===== config.mk =====
export PLATFORM = sky130hd
export DESIGN_NAME = dbdf_argmax
export DESIGN_NICKNAME = d
export VERILOG_FILES = /design/src/rtl/core/dbdf_pkg.sv /design/src/rtl/core/dbdf_argmax.sv
export SDC_FILE = /design/constraint.sdc
export NUM_CORES = 1
export LEC_CHECK = 0
export BUFFER_PORTS_ARGS = -buffer_cell sky130_fd_sc_hd__clkbuf_2
export CELL_PAD_IN_SITES_DETAIL_PLACEMENT = 0
export CELL_PAD_IN_SITES_GLOBAL_PLACEMENT = 1
export CORE_MARGIN = 2
export CORE_UTILIZATION = 39
export CTS_CLUSTER_SIZE = 14
export DETAILED_ROUTE_END_ITERATION = 7
export PLACE_DENSITY_LB_ADDON = 0.12
export SYNTH_ARGS = -nofsm -noshare
export SYNTH_HDL_FRONTEND = slang
export SYNTH_SLANG_ARGS = --single-unit

===== constraint.sdc =====
create_clock -name i_clk -period 11.9 [get_ports i_clk]
set_input_delay 1.785 -clock i_clk [delete_from_list [all_inputs] [get_ports i_clk]]
set_output_delay 1.785 -clock i_clk [all_outputs]
set_load 0.02 [all_outputs]

===== src/rtl/core/dbdf_pkg.sv =====
// Shared types, register codes and arithmetic helpers for the box decode filter.
`timescale 1ns / 1ps

package dbdf_pkg;

    // Register indices on the configuration port
    localparam logic [7:0] CFG_NET_MODE        = 8'd0;
    localparam logic [7:0] CFG_CLS_NUM         = 8'd1;
    localparam logic [7:0] CFG_MIN_SCORE       = 8'd2;
    localparam logic [7:0] CFG_IMG_W           = 8'd3;
    localparam logic [7:0] CFG_IMG_H           = 8'd4;

    // Network output modes
    localparam logic [1:0] NET_MODE_OBJ    = 2'd0;
    localparam logic [1:0] NET_MODE_CORNER = 2'd1;
    localparam logic [1:0] NET_MODE_SCALED = 2'd2;

    localparam logic [1:0]        RST_NET_MODE        = NET_MODE_CORNER;
    localparam logic [7:0]        RST_CLS_NUM         = 8'd80;
    localparam logic signed [15:0] RST_MIN_SCORE      = 16'sd1024;
    localparam logic [13:0]       RST_IMG_W           = 14'd640;
    localparam logic [13:0]       RST_IMG_H           = 14'd640;

    localparam logic signed [15:0] SCORE_FLOOR = 16'sh8000;
    localparam int CLASS_W = 10;
    localparam int NUM_W   = 34;
    localparam int PROD_W  = 50;

    typedef struct packed {
        logic                frame_start;
        logic signed [31:0]  coord_a;
        logic signed [31:0]  coord_b;
        logic signed [31:0]  coord_c;
        logic signed [31:0]  coord_d;
        logic signed [15:0]  objectness;
        logic signed [15:0]  class_score;
    } t_in_word;

    typedef struct packed {
        logic [6:0]          class_id;
        logic signed [15:0]  score;
        logic signed [31:0]  x_min;
        logic signed [31:0]  y_min;
        logic signed [31:0]  x_max;
        logic signed [31:0]  y_max;
        logic [9:0]          candidate_index;
        logic                list_full;
    } t_out_word;

    typedef struct packed {
        logic [1:0]          net_mode;
        logic [7:0]          cls_num;
        logic signed [15:0]  min_score;
        logic [13:0]         img_w;
        logic [13:0]         img_h;
    } t_cfg;

    // One finished box on its way to the filter stage
    typedef struct packed {
        logic                      clr_count;
        logic [CLASS_W-1:0]        class_id;
        logic signed [15:0]        best_score;
        logic signed [15:0]        objectness;
        logic signed [31:0]        coord_a;
        logic signed [31:0]        coord_b;
        logic signed [31:0]        coord_c;
        logic signed [31:0]        coord_d;
        logic signed [NUM_W-1:0]   num_x_lo;
        logic signed [NUM_W-1:0]   num_y_lo;
        logic signed [NUM_W-1:0]   num_x_hi;
        logic signed [NUM_W-1:0]   num_y_hi;
    } t_box;

    function automatic logic signed [NUM_W-1:0] sx_num(input logic signed [31:0] v);
        sx_num = {{(NUM_W-32){v[31]}}, v};
    endfunction

    function automatic logic signed [31:0] sat32(input logic signed [PROD_W-1:0] v);
        logic all_same;
        all_same = (&v[PROD_W-1:31]) | ~(|v[PROD_W-1:31]);
        if (all_same) begin
            sat32 = v[31:0];
        end else if (v[PROD_W-1]) begin
            sat32 = 32'sh8000_0000;
        end else begin
            sat32 = 32'sh7FFF_FFFF;
        end
    endfunction

    function automatic logic signed [15:0] sat16(input logic signed [31:0] v);
        logic all_same;
        all_same = (&v[31:15]) | ~(|v[31:15]);
        if (all_same) begin
            sat16 = v[15:0];
        end else if (v[31]) begin
            sat16 = 16'sh8000;
        end else begin
            sat16 = 16'sh7FFF;
        end
    endfunction

endpackage


===== src/rtl/core/dbdf_argmax.sv =====
// Class stream front end: argmax over the scores of a box and the box register.
`timescale 1ns / 1ps

module dbdf_argmax #(
    parameter int MAX_CLASSES = 128
) (
    input  logic             i_clk,
    input  logic             i_rst_n,
    input  dbdf_pkg::t_cfg   i_cfg,
    input  logic             i_in_valid,
    input  dbdf_pkg::t_in_word i_in_word,
    output logic             o_in_stall,
    output logic             o_box_valid,
    output dbdf_pkg::t_box   o_box,
    input  logic             i_box_take
);
    import dbdf_pkg::*;

    localparam int PW   = (MAX_CLASSES > 1) ? $clog2(MAX_CLASSES) : 1;
    localparam int CLOG = $clog2(MAX_CLASSES + 1);
    localparam int NW   = (CLOG > 8) ? CLOG : 8;

    logic [PW-1:0]       r_pos, n_pos;
    logic signed [15:0]  r_best, n_best;
    logic [PW-1:0]       r_cls, n_cls;
    logic signed [31:0]  r_ca, r_cb, r_cc, r_cd;
    logic signed [31:0]  n_ca, n_cb, n_cc, n_cd;
    logic signed [15:0]  r_obj, n_obj;
    logic                r_clr_pend;
    logic                r_box_valid;
    t_box                r_box, n_box;

    logic [NW-1:0]       cls_n;
    logic [PW-1:0]       pos_cur;
    logic                first;
    logic                last;
    logic                clr_eff;
    logic                accept;
    logic signed [15:0]  cur_best;
    logic [PW-1:0]       cur_cls;

    assign o_in_stall = r_box_valid && !i_box_take;
    assign accept     = i_in_valid && !o_in_stall;

    always_comb begin
        // clamp the class count to one..MAX_CLASSES
        if (i_cfg.cls_num == 8'd0) begin
            cls_n = NW'(1);
        end else if (NW'(i_cfg.cls_num) > NW'(MAX_CLASSES)) begin
            cls_n = NW'(MAX_CLASSES);
        end else begin
            cls_n = NW'(i_cfg.cls_num);
        end

        pos_cur = i_in_word.frame_start ? '0 : r_pos;
        if (NW'(pos_cur) >= cls_n) begin
            pos_cur = '0;
        end
        first = (pos_cur == '0);
        last  = (NW'(pos_cur) + NW'(1)) >= cls_n;

        cur_best = first ? SCORE_FLOOR : r_best;
        cur_cls  = first ? '0 : r_cls;
        if (i_in_word.class_score > cur_best) begin
            n_best = i_in_word.class_score;
            n_cls  = pos_cur;
        end else begin
            n_best = cur_best;
            n_cls  = cur_cls;
        end

        n_ca  = first ? i_in_word.coord_a    : r_ca;
        n_cb  = first ? i_in_word.coord_b    : r_cb;
        n_cc  = first ? i_in_word.coord_c    : r_cc;
        n_cd  = first ? i_in_word.coord_d    : r_cd;
        n_obj = first ? i_in_word.objectness : r_obj;

        n_pos   = last ? '0 : PW'(NW'(pos_cur) + NW'(1));
        clr_eff = r_clr_pend | i_in_word.frame_start;

        n_box.clr_count  = clr_eff;
        n_box.class_id   = CLASS_W'(n_cls);
        n_box.best_score = n_best;
        n_box.objectness = n_obj;
        n_box.coord_a    = n_ca;
        n_box.coord_b    = n_cb;
        n_box.coord_c    = n_cc;
        n_box.coord_d    = n_cd;
        n_box.num_x_lo   = (sx_num(n_ca) <<< 1) - sx_num(n_cc);
        n_box.num_y_lo   = (sx_num(n_cb) <<< 1) - sx_num(n_cd);
        n_box.num_x_hi   = (sx_num(n_ca) <<< 1) + sx_num(n_cc);
        n_box.num_y_hi   = (sx_num(n_cb) <<< 1) + sx_num(n_cd);
    end

    always_ff @(posedge i_clk) begin
        if (!i_rst_n) begin
            r_pos       <= '0;
            r_best      <= SCORE_FLOOR;
            r_cls       <= '0;
            r_clr_pend  <= 1'b0;
            r_box_valid <= 1'b0;
        end else begin
            if (accept) begin
                r_pos      <= n_pos;
                r_best     <= n_best;
                r_cls      <= n_cls;
                // carry a frame start forward until a box takes it along
                r_clr_pend <= last ? 1'b0 : clr_eff;
            end
            if (accept && last) begin
                r_box_valid <= 1'b1;
            end else if (i_box_take) begin
                r_box_valid <= 1'b0;
            end
        end
    end

    always_ff @(posedge i_clk) begin
        if (accept) begin
            r_ca  <= n_ca;
            r_cb  <= n_cb;
            r_cc  <= n_cc;
            r_cd  <= n_cd;
            r_obj <= n_obj;
        end
        if (accept && last) begin
            r_box <= n_box;
        end
    end

    assign o_box_valid = r_box_valid;
    assign o_box       = r_box;

endmodule


* Word-level counts from Yosys, hierarchy flattened
Index checks and enable logic that the tools add are counted.
** Operators by class
- Add/sub/neg operators :: 5
- Order comparisons :: 4
- Mux-type cells :: 17
- Bitwise gates (word level) :: 1
- Reductions and logical operators :: 8
** Operators by type and width (number)
- $mux 32 :: 4
- $add 33x32->34 :: 2
- $sub 33x32->34 :: 2
- $mux 16 :: 3
- $mux 7 :: 5
- $gt 16x16->1 :: 1
- $mux 8 :: 2
- $add 7x1->8 const B :: 1
- $ge 7x8->1 :: 1
- $ge 8x8->1 :: 1
- $gt 8x8->1 const B :: 1
- $logic_not 8->1 :: 1
- $logic_not 7->1 :: 1
- $logic_and 1x1->1 :: 3
- $mux 1 :: 3
- $logic_not 1->1 :: 2
- $reduce_bool 2->1 :: 1
- $or 1x1->1 :: 1
** Storage, ports and cells
- Flip-flop bits (word level) :: 480
- Bits of input ports :: 219
- Output and inout bits :: 309
- Logic and storage cells :: 57

* Longest topological paths before layout
Gate-level depths: netlist of run 1.
- Depth in word-level cells :: 9
- Depth in mapped cells :: 30
- Mapped depth without buffers :: 28

* Least setup slack after synthesis of run 1
OpenSTA, ideal clock, no wires.
- Kind :: input to register
- From :: in i_cfg[50] in the netlist's numbering
- To :: reg r_box, in the netlist o_box[100] (enable)
- Library setup time :: 700 ps
- Data arrival time :: 12011 ps
- Data required time :: 11200 ps
- Setup slack :: -811 ps
- Cell stages on the path :: 20
- Path buffers :: 1
- Path through :: nor4_1 -> a21oi_1 -> nor2_1 -> ha_1 -> nor2b_1 -> o21ai_1 -> a311oi_4 -> or2_2 -> clkbuf_1 -> nand2b_1 -> inv_1 -> ha_1 -> nand3_1 -> nor4bb_1 -> xnor2_1 -> nor2_1 -> ha_1 -> nand2_1 -> o21ai_1 -> and2_1
** On the way
- Longest elaborated chain between the ends :: 8
- Elaborated cells between the ends (all ways) :: 9
- Those cells by class :: add/sub (1); order compare (3); mux (3); reduce/logical (2)
** RTL lines
- start, declared :: RTL line dbdf_argmax.sv:9 : input dbdf_pkg::t_cfg i_cfg,
- $gt 8x8->1 :: RTL line dbdf_argmax.sv:49 : end else if (NW'(i_cfg.cls_num) > NW'(MAX_CLASSES)) begin
- $mux 8 :: RTL line dbdf_argmax.sv:49
- $mux 8 (*) :: RTL line dbdf_argmax.sv:47 : if (i_cfg.cls_num == 8'd0) begin
- $ge 7x8->1 :: RTL line dbdf_argmax.sv:56 : if (NW'(pos_cur) >= cls_n) begin
- $mux 7 :: RTL line dbdf_argmax.sv:56
- $add 7x1->8
- $ge 8x8->1 (*) :: RTL line dbdf_argmax.sv:60 : last = (NW'(pos_cur) + NW'(1)) >= cls_n;
- $logic_and 1x1->1 (*) :: RTL line dbdf_argmax.sv:126 : if (accept && last) begin
- end signal, assigned :: RTL line dbdf_argmax.sv:127 : r_box <= n_box;
- end, declared :: RTL line dbdf_argmax.sv:31 : t_box r_box, n_box;
Every way passes the cells marked *; elsewhere a longest branch is shown, timed or not.
A chain may end at the register's enable or synchronous reset.

==> results of run 1 <==
registers in the layout (all words and copies together) (netlist names):
| register | count |
|---|---|
| r_cd | 32 |
| o_box_valid | 1 |
| r_cc | 32 |
| r_cb | 32 |
| r_clr_pend | 1 |
| r_cls | 7 |
| r_ca | 32 |
| r_best | 16 |
| r_pos | 7 |
| r_obj | 16 |
| o_box | 300 |
worst min-delay path, delay by kind of cell, from the launching register on:
kind / cells / cell delay (ns)
compound gates: 1 / 0.06
buf+inv: 1 / 0.05
flops: 1 / 0.31
power breakdown:
group | leakage [nW] | internal, mW | switching, mW
sequential | 4.39 | 1.98 | 0.0235
clock | 0.823 | 0.953 | 0.664
combinational | 7.37 | 0.375 | 0.651
total | 12.6 | 3.31 | 1.34
logic make-up (layout without fill, tap and decap cells):
| kind of cell | after synthesis | after routing | synth area share |
|---|---|---|---|
| buffers and inverters | 251 | 748 | 0.0400 |
| XOR/XNOR | 122 | 122 | 0.0437 |
| flip-flops | 476 | 476 | 0.572 |
| AND/OR/NAND/NOR | 660 | 660 | 0.119 |
| multiplexers | 52 | 52 | 0.0213 |
| AO/OA/AOI/OAI | 449 | 449 | 0.119 |
| adder cells (fa/ha/maj) | 165 | 165 | 0.0854 |
| other | 1 | 7 | 0.000153 |
how the worst max path moves through the flow:
stage	startpoint	to	slack [ns]
after floorplan	i_box_take	o_box[100]	2.44
after global placement	i_in_word[160]	o_box[67]	2.44
after detailed placement	i_in_word[160]	o_box[134]	2.41
after CTS	i_in_word[160]	o_box[67]	3.03
after global routing	i_in_word[160]	o_box[134]	2.37
final	i_in_word[160]	o_box[67]	2.94
metal layers:
layer  part of all wire  track usage
met4              0.025       0.0620
met3              0.069       0.0565
met1               0.44        0.272
met2               0.47        0.344
met5             0.0016            0
Yosys cell counts, types with 7 or more instances:
cell and n:
nand2b_1 22, xor2_1 30, inv_1 158, dfxtp_1 32, ha_1 162, nor4_1 9, buf_1 10, nand3_1 38
nor2_1 131, buf_4 8, o21a_1 15, a21oi_1 158, mux2i_1 52, xnor2_1 92, or3_1 12, o21ai_0 74
nand4_1 14, a22o_1 17, nand2_1 347, clkbuf_1 65, nor3_1 29, o21bai_1 38, o31ai_1 15, and3_1 7
nor2b_1 17, a31oi_1 13, a21o_1 33, edfxtp_1 444
per-stage QoR:
stage / util / hold slack [ns] / setup slack [ns] / std cells
finish: 0.475 / 0.470 / 2.94 / 3516
global route: 0.475 / 0.494 / 2.37 / 3514
CTS: 0.475 / 0.473 / 3.03 / 3512
detailed placement: 0.448 / 0.446 / 2.41 / 3418
global placement: 0.448 / 0.444 / 2.44 / 3418
floorplan: - / 0.432 / 2.44 / 2178
layout make-up:
class / count / area (µm²) / area share
Clock buffer: 69 / 1440 / 0.0490
Multi-Input combinational cell: 1451 / 9530 / 0.324
Antenna cell: 4 / 10.0 / 0.000341
Inverter: 163 / 619 / 0.0211
Clock inverter: 25 / 248 / 0.00843
Sequential cell: 476 / 14000 / 0.476
Tap cell: 837 / 1050 / 0.0356
Timing Repair Buffer: 491 / 2510 / 0.0856
==> flow_metrics.env, run 1 <==
export IMPL_synth_ff_type="edfxtp_1"
export IMPL_htree_levels=2
export IMPL_cts_sink_count=476
export IMPL_min_path_type="reg -> reg"
export IMPL_period_needed_ns=8.96
export IMPL_synth_top_area_cell="edfxtp_1"
export IMPL_grt_setup_unrepaired="no"
export IMPL_grt_pass1_wl_um=104000
export IMPL_cp_num_cells=26
export IMPL_drt_wl_total_um=69300
export IMPL_ctsResizeCount=0
export IMPL_clock_latency_ns=0.60
export IMPL_worstSetupEndpointType="register"
export IMPL_fin_nets=3020
export IMPL_area_growth_pct=20.2
export IMPL_numCtsBuffers=53
export IMPL_post_cts_buffers=0
export IMPL_drc=0
export IMPL_drive_gt1_frac=0.220
export IMPL_synthCells=2176
export IMPL_finalCritPeriodShare=0.753
export IMPL_syn_area_um2=24400
export IMPL_fmax_ghz=0.112
export IMPL_grt_use_total=0.210
export IMPL_placed_area_um2=27700
export IMPL_hold_path_end="r_best[15]"
export IMPL_worstSetupPathType="in -> reg"
export IMPL_reg2reg_slack_ns=4.02
export IMPL_vias=17700
export IMPL_slew_viol_final=0
export IMPL_portBuffers=478
export IMPL_peakVddDrop_v=0.0000958
export IMPL_antenna_found_initial=12
export IMPL_cp_top_family="compound AO/OA/AOI/OAI gates"
export IMPL_wl_per_cell_um=19.7
export IMPL_reg2reg_from="r_pos[3]"
export IMPL_min_path_cells=2
export IMPL_rows=91
export IMPL_cts_root_buf="clkbuf_16"
export IMPL_yosysWarnings=0
export IMPL_dr_pass1_iters=5
export IMPL_totalPowerFinal_mw=4.65
export IMPL_critPathMaxStageDelay_ns=1.04
export IMPL_finish_instance_area_um2=29400
export IMPL_critPathMaxFanout=31
export IMPL_cp_slowest_cell="a2111oi_0"
export IMPL_fillers=5912
export IMPL_grt_overflow=0
export IMPL_rr_worst_depth=25
export IMPL_hold_path_startpoint="r_best[15]"
export IMPL_synth_edf_count=444
export IMPL_holdBufCountCts=0
export IMPL_finalSetupViolations=0
export IMPL_synth_top_area_share=0.546
export IMPL_gp_congestion=0.850
export IMPL_grt_pass1_vias=18000
export IMPL_powerDensity_nw_per_um2=158
export IMPL_final_cell_mix="clkbuf_2, edfxtp_1, nand2_1"
export IMPL_die_w_um=254
export IMPL_crit_top_cell="nand2_1"
export IMPL_outcome="completed"
export IMPL_clock_path_buffers=3
export IMPL_skew_ns=0.0167
export IMPL_crit_required_ns=12.25
export IMPL_path_buf_inv=4
export IMPL_pin_count=528
export IMPL_yosys_top_cells_area="edfxtp_1, ha_1, nand2_1, xnor2_1, a21oi_1"
export IMPL_fin_tns_setup_ns=0
export IMPL_start_util=0.395
export IMPL_worstMarginPinSlew_ns=1.15
export IMPL_hold_viol=0
export IMPL_power_leakage_nw=12.6
export IMPL_layout_commonest_cell="clkbuf_2"
export IMPL_clk_pin_slew_ns=0.07
export IMPL_core_area_um2=61800
export IMPL_via_per_inst=5.04
export IMPL_hpwl_um=51600
export IMPL_ant_nets=0
export IMPL_cap_viol_max_count=0
export IMPL_cp_start_kind="primary input"
export IMPL_r2r_end="o_box[67]"
export IMPL_die_h_um=254
export IMPL_synth_cell_types=76
export IMPL_syn_area_per_cell_um2=11.2
export IMPL_async_reset_ff_frac=0
export IMPL_max_slew_margin_rel=0.210
export IMPL_grt_max_degree=151
export IMPL_synth_seq_area_share=0.572
export IMPL_die_area_um2=64700
export IMPL_drtIter0Drc=869
export IMPL_synth_seq_cells=476
export IMPL_cts_tree="yes"
export IMPL_cp_arrival_ns=9.31
Power figures use the tool's default switching activity.
==> run 2, diff against run 1 <==
- ABC_AREA: unset -> 1
- CORE_UTILIZATION: 39 -> 42
- clock period: 11.9 -> 8.7 ns (I/O delays scaled with it)
==> flow_metrics.env, run 2 <==
export IMPL_synthCells=2604
export IMPL_grt_busiest_layer="met2"
export IMPL_syn_area_per_cell_um2=9.74
export IMPL_worstSetupPathType="in -> reg"
export IMPL_worstMarginPinSlew_ns=0.963
export IMPL_yosysWarnings=0
export IMPL_post_cts_buffers=0
export IMPL_synth_ff_type="edfxtp_1"
export IMPL_grt_use_met2=0.403
export IMPL_drt_wl_total_um=78600
export IMPL_powerDensity_nw_per_um2=222
export IMPL_drc=0
export IMPL_portBuffers=478
export IMPL_rr_worst_depth=26
export IMPL_clock_latency_ns=0.61
export IMPL_peakVddDrop_v=0.000149
export IMPL_multi_input_area_um2=9820
export IMPL_grt_pass1_vias=19700
export IMPL_finalSetupViolations=0
export IMPL_hold_viol=0
export IMPL_synth_most_common_cell="nand2_1"
export IMPL_fin_nets=3459
export IMPL_largest_register_ffs=300
export IMPL_synth_top_cells_by_count="nand2_1, edfxtp_1, inv_1"
export IMPL_final_cell_mix="nand2_1, clkbuf_2, edfxtp_1"
export IMPL_placed_area_um2=28700
export IMPL_finish_instance_area_um2=30500
export IMPL_wl_per_cell_um=20.1
export IMPL_max_slew_margin_rel=0.358
export IMPL_synth_top_area_cell="edfxtp_1"
export IMPL_htree_levels=2
export IMPL_cts_sink_count=476
export IMPL_crit_required_ns=9.03
export IMPL_synth_top_area_share=0.526
export IMPL_cts_root_buf="clkbuf_16"
export IMPL_synth_edf_count=444
export IMPL_core_area_um2=60000
export IMPL_vias=20000
export IMPL_power_leakage_nw=13.7
export IMPL_dp_slack_ns=0.713
export IMPL_grt_use_met1=0.340
export IMPL_synth_seq_cells=476
export IMPL_critPathMaxStageDelay_ns=0.67
export IMPL_gr_usage_met3=0.0336
export IMPL_grt_use_total=0.247
export IMPL_synth_cell_types=57
export IMPL_async_reset_ff_frac=0
export IMPL_gp_congestion=0.939
export IMPL_seq_area_um2=14000
export IMPL_min_path_type="reg -> reg"
export IMPL_worstSetupEndpointType="register"
export IMPL_critPathMaxFanout=40
export IMPL_dp_cells=3803
export IMPL_finalCritPeriodShare=0.843
export IMPL_hold_path_end="r_pos[5]"
export IMPL_die_h_um=250
export IMPL_fmax_ghz=0.136
export IMPL_die_area_um2=62400
export IMPL_dr_pass1_iters=5
export IMPL_cp_slowest_cell="nor2_4"
export IMPL_final_cells=3902
export IMPL_drive_gt1_frac=0.229
export IMPL_hpwl_um=60400
export IMPL_reg2reg_from="r_pos[2]"
export IMPL_ctsResizeCount=0
export IMPL_r2r_end="o_box[128]"
export IMPL_syn_area_um2=25400
export IMPL_rows=90
export IMPL_fin_tns_setup_ns=0
export IMPL_period_needed_ns=7.33
export IMPL_pin_count=528
export IMPL_start_util=0.423
export IMPL_layout_commonest_cell="nand2_1"
export IMPL_area_growth_pct=20.0
export IMPL_via_per_inst=5.12
export IMPL_slew_viol_final=0
export IMPL_hold_path_startpoint="r_pos[5]"
export IMPL_reg2reg_slack_ns=2.80
export IMPL_cp_start_kind="primary input"
export IMPL_hold_slack_ns=0.467
export IMPL_holdBufCountCts=0
export IMPL_numCtsBuffers=52
export IMPL_grt_pass1_wl_um=118000
export IMPL_cap_viol_max_count=0
export IMPL_setup_slack_ns=1.37
export IMPL_clock_path_buffers=3
export IMPL_grt_max_degree=137
export IMPL_grt_setup_unrepaired="no"
export IMPL_clk_pin_slew_ns=0.06
export IMPL_synth_seq_area_share=0.551
export IMPL_grt_overflow=0
export IMPL_ant_nets=0
export IMPL_fillers=5674
export IMPL_die_w_um=250
export IMPL_cts_tree="yes"
export IMPL_antenna_found_initial=5
export IMPL_outcome="completed"
export IMPL_min_path_cells=2
export IMPL_drtIter0Drc=1331
export IMPL_yosys_top_cells_area="edfxtp_1, nand2_1, ha_1, inv_1, a21oi_1"
export IMPL_skew_ns=0.0248
export IMPL_cp_arrival_ns=7.67
==> run 2: cell types whose count changed after synthesis, moves of 22 or more <==
cell and delta:
inv_1 +176, a21o_1 -26, or2_2 +48, a21oi_1 +43, nand2_1 +225, nand3_1 +28, o21bai_1 -33, nand2b_1 -22
xor2_1 +74, o21ai_0 +85, mux2i_1 -52, nand2_2 +26, nor2_1 +43, xnor2_1 -91
==> run 2: power breakdown <==
group	switching (mW)	total, mW	internal (mW)
registers	0.0402	2.79	2.75
clock network	0.936	2.25	1.32
logic	1.19	1.72	0.525
total	2.17	6.76	4.59
==> run 2: cells by family after synthesis <==
kind of cell	Yosys count	synth area share
xor gates and xnor gates	105	0.0362
adders and majority gates	165	0.0823
DFF	476	0.551
and+or+nand+nor	964	0.162
AOI/OAI and AO/OA	467	0.103
other	1	0.000148
buffers and inverters	426	0.0656
==> run 2: final cells by class <==
class | instances | area share
antenna | 4 | 0.000329
clock buffer | 64 | 0.0469
clock inverter | 31 | 0.0101
inverter | 338 | 0.0420
multi-input combinational | 1704 | 0.322
sequential | 476 | 0.459
tap | 782 | 0.0321
timing repair buffer | 503 | 0.0872
==> run 2: worst max-delay path by stage <==
stage	to	cells past startpoint	from	slack, ns
detailed placement	o_box[92]	31	i_cfg[50]	0.71
global route	o_box[63]	38	i_cfg[50]	0.88
floorplan	o_box[100]	23	i_cfg[50]	-0.82
finish	o_box[128]	30	i_cfg[50]	1.37
global placement	o_box[128]	30	i_cfg[50]	0.90
CTS	o_box[92]	31	i_cfg[50]	1.36
==> run 2: metal layers <==
layer,vias to the layer above,share of wire
met5,-,0.00020
met4,2,0.030
met3,107,0.050
met2,556,0.47
met1,9623,0.45
li1,9675,-
==> run 2: per-stage QoR <==
stage,power (mW),utilization
floorplan,3.98,-
global placement,4.54,0.478
detailed placement,4.54,0.478
CTS,6.81,0.507
global route,7.09,0.507
finish,6.76,0.507
==> run 2: critical path, delay by kind of cell <==
| kind | cells | cell delay (ns) |
|---|---|---|
| xor+xnor | 1 | 0.18 |
| buf+inv | 4 | 0.82 |
| fa+ha+maj | 3 | 1.01 |
| simple gates | 13 | 2.40 |
| compound gates | 9 | 1.91 |
